[config.mk]
export PLATFORM = sky130hd
export DESIGN_NAME = sha1_byte_stream_hasher
export DESIGN_NICKNAME = d
export VERILOG_FILES = /design/src/design/sha1bsh_pkg.sv /design/src/design/sha1_byte_stream_hasher.sv
export SDC_FILE = /design/constraint.sdc
export NUM_CORES = 2
export LEC_CHECK = 0
export CELL_PAD_IN_SITES_DETAIL_PLACEMENT = 2
export CELL_PAD_IN_SITES_GLOBAL_PLACEMENT = 2
export CORE_ASPECT_RATIO = 1.2
export CORE_MARGIN = 8
export CORE_UTILIZATION = 30
export CTS_BUF_LIST = sky130_fd_sc_hd__clkbuf_8 sky130_fd_sc_hd__clkbuf_16
export CTS_CLUSTER_DIAMETER = 150
export DETAILED_ROUTE_END_ITERATION = 7
export DONT_BUFFER_PORTS = 1
export GPL_ROUTABILITY_DRIVEN = 1
export PLACE_DENSITY = 0.58
export SYNTH_ARGS = -nofsm -noshare
export SYNTH_HDL_FRONTEND = slang
export SYNTH_SLANG_ARGS = --single-unit
[constraint.sdc]
create_clock -name aclk -period 13.7 [get_ports aclk]
set_clock_uncertainty 0.2 [all_clocks]
set_input_delay 1.37 -clock aclk [delete_from_list [all_inputs] [get_ports aclk]]
set_output_delay 1.37 -clock aclk [all_outputs]
set_load 0.02 [all_outputs]
[src/design/sha1bsh_pkg.sv]
package sha1bsh_pkg;

    localparam logic [31:0] H_INIT0 = 32'h6745_2301;
    localparam logic [31:0] H_INIT1 = 32'hEFCD_AB89;
    localparam logic [31:0] H_INIT2 = 32'h98BA_DCFE;
    localparam logic [31:0] H_INIT3 = 32'h1032_5476;
    localparam logic [31:0] H_INIT4 = 32'hC3D2_E1F0;

    localparam logic [31:0] K_ROUND0 = 32'h5A82_7999;
    localparam logic [31:0] K_ROUND1 = 32'h6ED9_EBA1;
    localparam logic [31:0] K_ROUND2 = 32'h8F1B_BCDC;
    localparam logic [31:0] K_ROUND3 = 32'hCA62_C1D6;

    localparam logic [7:0] PAD_MARK = 8'h80;

    localparam int BLOCK_WORDS = 16;
    localparam int LAST_ROUND  = 79;

    typedef logic [31:0] word_t;
    typedef logic [60:0] byte_count_t;

    function automatic word_t rotl1(input word_t x);
        return {x[30:0], x[31]};
    endfunction

    function automatic word_t rotl5(input word_t x);
        return {x[26:0], x[31:27]};
    endfunction

    function automatic word_t rotl30(input word_t x);
        return {x[1:0], x[31:2]};
    endfunction

endpackage

[src/design/sha1_byte_stream_hasher.sv]
// SHA-1 hasher fed one byte per word on the s_ channel.
// Each input word carries s_data_byte when s_byte_valid is high; s_last closes
// the message after that word's byte (a closing word may carry no byte, which
// hashes the empty message). One digest word set leaves on the m_ channel per
// closed message, as m_digest_word0..4 (H0..H4).
//
// Bytes are accepted one per cycle while a block is being gathered. Each full
// 64-byte block then runs 80 rounds out of a 16-entry block memory with two
// registered read ports; each round has a read phase and an update phase
// because the schedule needs four memory reads per round. A block passes
// through a load step, the rounds and an add step, and no bytes are accepted
// meanwhile. After a closing word, padding is generated one byte per cycle to
// the end of the block (plus a further pad block and its compression when 56
// or more bytes are pending). s_ready is low from the closing word until the
// digest is loaded.
//
// The digest sits in an output register until taken. The next message can be
// gathered and compressed meanwhile, but its final step holds with s_ready low
// until m_ready frees the register. A synchronous reset (aresetn low) restores
// the initial chaining values and clears the byte count; memory needs no clearing.
module sha1_byte_stream_hasher
    import sha1bsh_pkg::*;
(
    input  logic        aclk,
    input  logic        aresetn,
    input  logic        s_valid,
    output logic        s_ready,
    input  logic [7:0]  s_data_byte,
    input  logic        s_byte_valid,
    input  logic        s_last,
    output logic        m_valid,
    input  logic        m_ready,
    output logic [31:0] m_digest_word0,
    output logic [31:0] m_digest_word1,
    output logic [31:0] m_digest_word2,
    output logic [31:0] m_digest_word3,
    output logic [31:0] m_digest_word4
);

    typedef enum logic [2:0] {
        S_IDLE,
        S_PAD,
        S_LOAD,
        S_ROUND,
        S_ADD
    } state_t;

    state_t      state_reg;
    logic [5:0]  pos_reg;
    logic [23:0] word_reg;
    byte_count_t count_reg;
    logic        closing_reg;
    logic        final_blk_reg;
    logic        mark_done_reg;
    logic        len_mode_reg;
    logic [6:0]  round_reg;
    logic        phase_reg;
    word_t       x_reg;
    word_t       chain_reg [5];
    word_t       work_reg [5];
    word_t       dig_reg [5];
    logic        m_valid_reg;

    // Block memory: one write port, two registered read ports.
    word_t       block_mem [BLOCK_WORDS];
    word_t       rd0_reg;
    word_t       rd1_reg;
    logic [3:0]  rd_addr0;
    logic [3:0]  rd_addr1;
    logic        wr_en;
    logic [3:0]  wr_addr;
    word_t       wr_data;

    logic        accept;
    logic        put_en;
    logic [7:0]  put_byte;
    logic [7:0]  len_bytes [8];
    logic [63:0] bit_len;
    logic [3:0]  rl;
    word_t       w_val;
    word_t       f_val;
    word_t       k_val;
    word_t       t_val;
    logic        out_free;

    assign accept   = s_valid && s_ready;
    assign s_ready  = (state_reg == S_IDLE);
    assign out_free = !m_valid_reg || m_ready;
    assign rl       = round_reg[3:0];
    assign bit_len  = {count_reg, 3'b000};

    always_comb begin
        for (int i = 0; i < 8; i++) begin
            len_bytes[i] = bit_len[63 - 8 * i -: 8];
        end
    end

    // Byte source for the block gatherer: the input word or the padding sequence.
    always_comb begin
        put_en   = 1'b0;
        put_byte = s_data_byte;
        if (state_reg == S_IDLE) begin
            put_en   = accept && s_byte_valid;
            put_byte = s_data_byte;
        end else if (state_reg == S_PAD) begin
            put_en = 1'b1;
            if (!mark_done_reg) begin
                put_byte = PAD_MARK;
            end else if (!len_mode_reg && pos_reg != 6'd56) begin
                put_byte = 8'h00;
            end else begin
                put_byte = len_bytes[pos_reg[2:0]];
            end
        end
    end

    // Round datapath.
    always_comb begin
        if (round_reg >= 7'(BLOCK_WORDS)) begin
            w_val = rotl1(x_reg ^ rd0_reg ^ rd1_reg);
        end else begin
            w_val = rd1_reg;
        end
        if (round_reg < 7'd20) begin
            f_val = (work_reg[1] & work_reg[2]) | (~work_reg[1] & work_reg[3]);
            k_val = K_ROUND0;
        end else if (round_reg < 7'd40) begin
            f_val = work_reg[1] ^ work_reg[2] ^ work_reg[3];
            k_val = K_ROUND1;
        end else if (round_reg < 7'd60) begin
            f_val = (work_reg[1] & work_reg[2]) | (work_reg[1] & work_reg[3])
                  | (work_reg[2] & work_reg[3]);
            k_val = K_ROUND2;
        end else begin
            f_val = work_reg[1] ^ work_reg[2] ^ work_reg[3];
            k_val = K_ROUND3;
        end
        t_val = rotl5(work_reg[0]) + f_val + work_reg[4] + k_val + w_val;
    end

    // Read addresses: the first pair (t+13, t+8) is issued in the cycle before
    // the second pair (t+2, t). The round that writes entry t never reads back
    // an entry written by the round just before it, so no forwarding is needed.
    always_comb begin
        rd_addr0 = 4'(rl + 4'd14);
        rd_addr1 = 4'(rl + 4'd9);
        if (state_reg == S_LOAD) begin
            rd_addr0 = 4'd13;
            rd_addr1 = 4'd8;
        end else if (state_reg == S_ROUND && phase_reg) begin
            rd_addr0 = 4'(rl + 4'd2);
            rd_addr1 = rl;
        end
    end

    always_comb begin
        wr_en   = 1'b0;
        wr_addr = pos_reg[5:2];
        wr_data = {word_reg, put_byte};
        if (put_en && pos_reg[1:0] == 2'b11) begin
            wr_en = 1'b1;
        end else if (state_reg == S_ROUND && !phase_reg
                     && round_reg >= 7'(BLOCK_WORDS)) begin
            wr_en   = 1'b1;
            wr_addr = rl;
            wr_data = w_val;
        end
    end

    always_ff @(posedge aclk) begin
        if (wr_en) begin
            block_mem[wr_addr] <= wr_data;
        end
        rd0_reg <= block_mem[rd_addr0];
        rd1_reg <= block_mem[rd_addr1];
    end

    always_ff @(posedge aclk) begin
        if (!aresetn) begin
            state_reg     <= S_IDLE;
            pos_reg       <= '0;
            count_reg     <= '0;
            closing_reg   <= 1'b0;
            final_blk_reg <= 1'b0;
            mark_done_reg <= 1'b0;
            len_mode_reg  <= 1'b0;
            round_reg     <= '0;
            phase_reg     <= 1'b0;
            m_valid_reg   <= 1'b0;
            chain_reg[0]  <= H_INIT0;
            chain_reg[1]  <= H_INIT1;
            chain_reg[2]  <= H_INIT2;
            chain_reg[3]  <= H_INIT3;
            chain_reg[4]  <= H_INIT4;
        end else begin
            // A digest loaded in the same cycle keeps the output valid.
            if (m_valid_reg && m_ready && !(state_reg == S_ADD && final_blk_reg)) begin
                m_valid_reg <= 1'b0;
            end

            if (put_en) begin
                pos_reg  <= 6'(pos_reg + 6'd1);
                word_reg <= {word_reg[15:0], put_byte};
            end

            unique case (state_reg)
                S_IDLE: begin
                    if (accept) begin
                        if (s_byte_valid) begin
                            count_reg <= byte_count_t'(count_reg + 61'd1);
                        end
                        if (s_last) begin
                            closing_reg <= 1'b1;
                        end
                        if (s_byte_valid && pos_reg == 6'd63) begin
                            state_reg <= S_LOAD;
                        end else if (s_last) begin
                            state_reg <= S_PAD;
                        end
                    end
                end
                S_PAD: begin
                    if (!mark_done_reg) begin
                        mark_done_reg <= 1'b1;
                    end else if (len_mode_reg || pos_reg == 6'd56) begin
                        len_mode_reg <= 1'b1;
                        if (pos_reg == 6'd63) begin
                            final_blk_reg <= 1'b1;
                        end
                    end
                    if (pos_reg == 6'd63) begin
                        state_reg <= S_LOAD;
                    end
                end
                S_LOAD: begin
                    for (int i = 0; i < 5; i++) begin
                        work_reg[i] <= chain_reg[i];
                    end
                    round_reg <= '0;
                    phase_reg <= 1'b1;
                    state_reg <= S_ROUND;
                end
                S_ROUND: begin
                    if (phase_reg) begin
                        x_reg     <= rd0_reg ^ rd1_reg;
                        phase_reg <= 1'b0;
                    end else begin
                        work_reg[4] <= work_reg[3];
                        work_reg[3] <= work_reg[2];
                        work_reg[2] <= rotl30(work_reg[1]);
                        work_reg[1] <= work_reg[0];
                        work_reg[0] <= t_val;
                        if (round_reg == 7'(LAST_ROUND)) begin
                            state_reg <= S_ADD;
                        end else begin
                            round_reg <= 7'(round_reg + 7'd1);
                            phase_reg <= 1'b1;
                        end
                    end
                end
                S_ADD: begin
                    if (!final_blk_reg) begin
                        for (int i = 0; i < 5; i++) begin
                            chain_reg[i] <= chain_reg[i] + work_reg[i];
                        end
                        round_reg <= '0;
                        state_reg <= closing_reg ? S_PAD : S_IDLE;
                    end else if (out_free) begin
                        // Hold here until the previous digest has been taken.
                        for (int i = 0; i < 5; i++) begin
                            dig_reg[i] <= chain_reg[i] + work_reg[i];
                        end
                        m_valid_reg   <= 1'b1;
                        chain_reg[0]  <= H_INIT0;
                        chain_reg[1]  <= H_INIT1;
                        chain_reg[2]  <= H_INIT2;
                        chain_reg[3]  <= H_INIT3;
                        chain_reg[4]  <= H_INIT4;
                        count_reg     <= '0;
                        closing_reg   <= 1'b0;
                        final_blk_reg <= 1'b0;
                        mark_done_reg <= 1'b0;
                        len_mode_reg  <= 1'b0;
                        round_reg     <= '0;
                        state_reg     <= S_IDLE;
                    end
                end
                default: begin
                    state_reg <= S_IDLE;
                end
            endcase
        end
    end

    assign m_valid        = m_valid_reg;
    assign m_digest_word0 = dig_reg[0];
    assign m_digest_word1 = dig_reg[1];
    assign m_digest_word2 = dig_reg[2];
    assign m_digest_word3 = dig_reg[3];
    assign m_digest_word4 = dig_reg[4];

    a_close_blocks_input: assert property (@(posedge aclk) disable iff (!aresetn)
        (s_valid && s_ready && s_last) |=> !s_ready)
        else $error("input still ready after a closing word");

    a_round_range: assert property (@(posedge aclk) disable iff (!aresetn)
        round_reg <= 7'(LAST_ROUND))
        else $error("round index out of range");

    a_load_on_full_block: assert property (@(posedge aclk) disable iff (!aresetn)
        (state_reg == S_LOAD) |-> (pos_reg == 6'd0))
        else $error("compression started on a partial block");

    a_digest_from_add: assert property (@(posedge aclk) disable iff (!aresetn)
        $rose(m_valid_reg) |-> ($past(state_reg) == S_ADD && $past(final_blk_reg)))
        else $error("digest loaded outside the final block");

    a_final_has_len: assert property (@(posedge aclk) disable iff (!aresetn)
        final_blk_reg |-> (closing_reg && len_mode_reg && mark_done_reg))
        else $error("final block flagged without a length field");

endmodule

==> flow_summary.ini <==
[outcome]
status = finished clean

[route]
drt_first_iter_violations = 2078
drt-total-wl_mm = 211
vias_per_cell = 5.28
drtAntennaViolNets = 0
vias = 40024
wl_per_cell_um = 27.8
dr.pass1.iters = 7
drcViolationCount = 0

[logic_synthesis]
syn_inst = 4682
postSynthAreaPerCell_um2 = 13.4
ys.flop_type = edfxtp_1
ys_seq_elements = 1195
synth_top_area_cell = edfxtp_1
synthArstFlopShare = 0
yosys-top-cells-area = edfxtp_1 (50%), mux4_2 (8.5%), dfxtp_1 (4.7%)
ys_seq_area_frac = 0.550
syn_nets = 5046
synth_top_area_frac = 0.503
yosysWarnings = 0
syn_area_um2 = 62600
synth_edf_count = 1048
synthDistinctLibCells = 87

[sta]
fin_setup_tns_ns = 0
min_period_ns = 7.93
grt_setup_unrepaired = no
finalSetupViolCount = 0
slew_headroom = 0.104
worst_pin_slew_ns = 1.33
finalCritPeriodShare = 0.579
final_hold_viol_count = 0
max_freq_ghz = 0.126
maxSlewViolCount = 0

[placed_design]
placed_area_um2 = 66100
hpwl_mm = 143
portBuffers = 0
gp_congestion = 0.808

[clock_tree]
postCtsHoldBufs = 0
cts.clk_slew.worst_paths_ns = 0.07
cts_root_buffer = clkbuf_16
clock_latency_ns = 0.81
cts_inserted_buffers = 136
cts_setup_buffers = 0
htree_levels = 4
clock-sinks = 1195
clk_path_buf_depth = 3
cts_tree = built
cts.repair.resized = 0

[setup_path]
crit_type = reg2reg
cp_top_family = compound AO/OA/AOI/OAI gates
r2r_cells = 21
path_buf_inv = 4
crit_chain = a41oi_1 > nand2_2 > buf_4 > nand2_1 > buf_4 > o221a_2 > fa_1 > fa_1 > inv_1 > fa_1 > inv_1 > ha_1 > and3_1 > a221o_1 > a211o_1 > o21ai_0 > nand3_1 > a221oi_1 > o311ai_0 > xnor2_1 > o21ai_0
crit_start = round_reg[4]$_SDFFE_PN0P_
critPathSlowestCell = a41oi_1
r2r-end = work_reg[0][31]$_DFFE_PP_
endpoint = work_reg[0][31]$_DFFE_PP_
required_ns = 14.02
cp_num_cells = 21
regToRegStartpoint = round_reg[4]$_SDFFE_PN0P_
crit_fanout = 37
r2r_setup_slack_ns = 5.77
slowest_delay_ns = 0.95
worst_setup_path_start_kind = flip-flop
critical_path.most_common_cell = fa_1
crit_arrival_ns = 8.25
end_kind = flip-flop

[grt]
grt_first_pass_wirelength_mm = 310
first_global_vias = 44037
grtUsageTotal = 0.186
antenna_found_initial = 7
grt_max_degree = 163
grt_overflow = 0

[die]
dieArea_um2 = 223000
core_um2 = 207000
fp.dieW_um = 433
die_y_um = 516
io_pins = 176
rows = 183
start_util = 0.302

[finish]
area_delta_synth_final_pct = 13.2
fin_nets = 5053
largest_register = block_mem
layout_common_cells = edfxtp_1 (1,048), o21ai_0 (268), nand2_1 (258)
largest_register_ffs = 512
drive_gt1_frac = 0.151
fillers = 21198
final_common_cell = edfxtp_1
final_area_um2 = 70800

[run]
cap_violations = 0

[pwr]
power.static_leakage_nw = 24.3
p_per_area_nw_per_um2 = 190
ir_drop_v = 0.000156

[worst_hold_path]
hold_class = reg2reg
[cells by family after synthesis]
group,Yosys count,share of synthesized area
xor gates and xnor gates,280,0.0392
buffers and inverters,450,0.0276
AOI/OAI and AO/OA,1043,0.108
adders and majority gates,350,0.0851
and+or+nand+nor,976,0.0782
DFF,1195,0.550
muxes,388,0.112
[synth_stat cells (all sizes together), types with 75 or more instances]
cell and count:
a21o 95, a21oi 247, and2 95, clkbuf 164
dfxtp 147, edfxtp 1048, fa 126, ha 224
inv 237, mux2 103, mux4 237, nand2 261
nand2b 90, nor2 220, o21ai 274, o221ai 75
xnor2 170, xor2 110
[area by class of cell]
class | count | area, um^2 | area share
Timing Repair Buffer | 81 | 633 | 0.00894
Clock buffer | 147 | 3570 | 0.0504
Antenna cell | 6 | 15.0 | 0.000212
Multi-Input combinational cell | 3037 | 26700 | 0.377
Inverter | 238 | 898 | 0.0127
Sequential cell | 1195 | 34400 | 0.486
Tap cell | 2775 | 3470 | 0.0490
Clock inverter | 106 | 1120 | 0.0159
[worst min-delay path by stage]
stage	startpoint	slack, ns	cells after the start	endpoint
global route	word_reg[12]$_DFFE_PP_	0.29	0	word_reg[20]$_DFFE_PP_
CTS	word_reg[12]$_DFFE_PP_	0.26	0	word_reg[20]$_DFFE_PP_
detailed placement	word_reg[12]$_DFFE_PP_	0.24	0	word_reg[20]$_DFFE_PP_
finish	word_reg[12]$_DFFE_PP_	0.26	0	word_reg[20]$_DFFE_PP_
global placement	word_reg[12]$_DFFE_PP_	0.24	0	word_reg[20]$_DFFE_PP_
floorplan	word_reg[7]$_DFFE_PP_	0.23	0	word_reg[15]$_DFFE_PP_
[worst register-to-register path, stage by stage (launching register included)]
cell,delay (ns)
dfxtp_1,0.40
a41oi_1,0.95
nand2_2,0.06
buf_4,0.31
nand2_1,0.14
buf_4,0.41
o221a_2,0.32
fa_1,0.44
fa_1,0.53
inv_1,0.06
fa_1,0.50
inv_1,0.05
ha_1,0.40
and3_1,0.23
a221o_1,0.37
a211o_1,0.32
o21ai_0,0.55
nand3_1,0.26
a221oi_1,0.59
o311ai_0,0.28
xnor2_1,0.19
o21ai_0,0.09
[stage by stage]
stage,cells,util,power (mW),hold slack (ns),setup WS [ns]
floorplan,4682,-,8.13,0.226,7.38
finish,7585,0.342,13.5,0.258,5.77
global route,7581,0.342,14.2,0.288,5.47
detailed placement,7326,0.319,9.69,0.243,5.77
CTS,7579,0.341,13.6,0.259,5.76
global placement,7325,0.319,9.62,0.242,5.91
[layer usage]
layer,GRT usage,up-vias,routed length (um)
met5,0,-,0
met4,0.0576,0,6700
met3,0.0213,267,6190
met2,0.336,707,109000
met1,0.233,21207,89400
li1,-,17843,-
[report_power, final]
group,switching [mW],internal [mW]
combinational,3.00,2.11
clock,1.62,2.26
sequential,0.177,4.29
total,4.79,8.66
No activity file was read; power rests on OpenSTA's default activity.
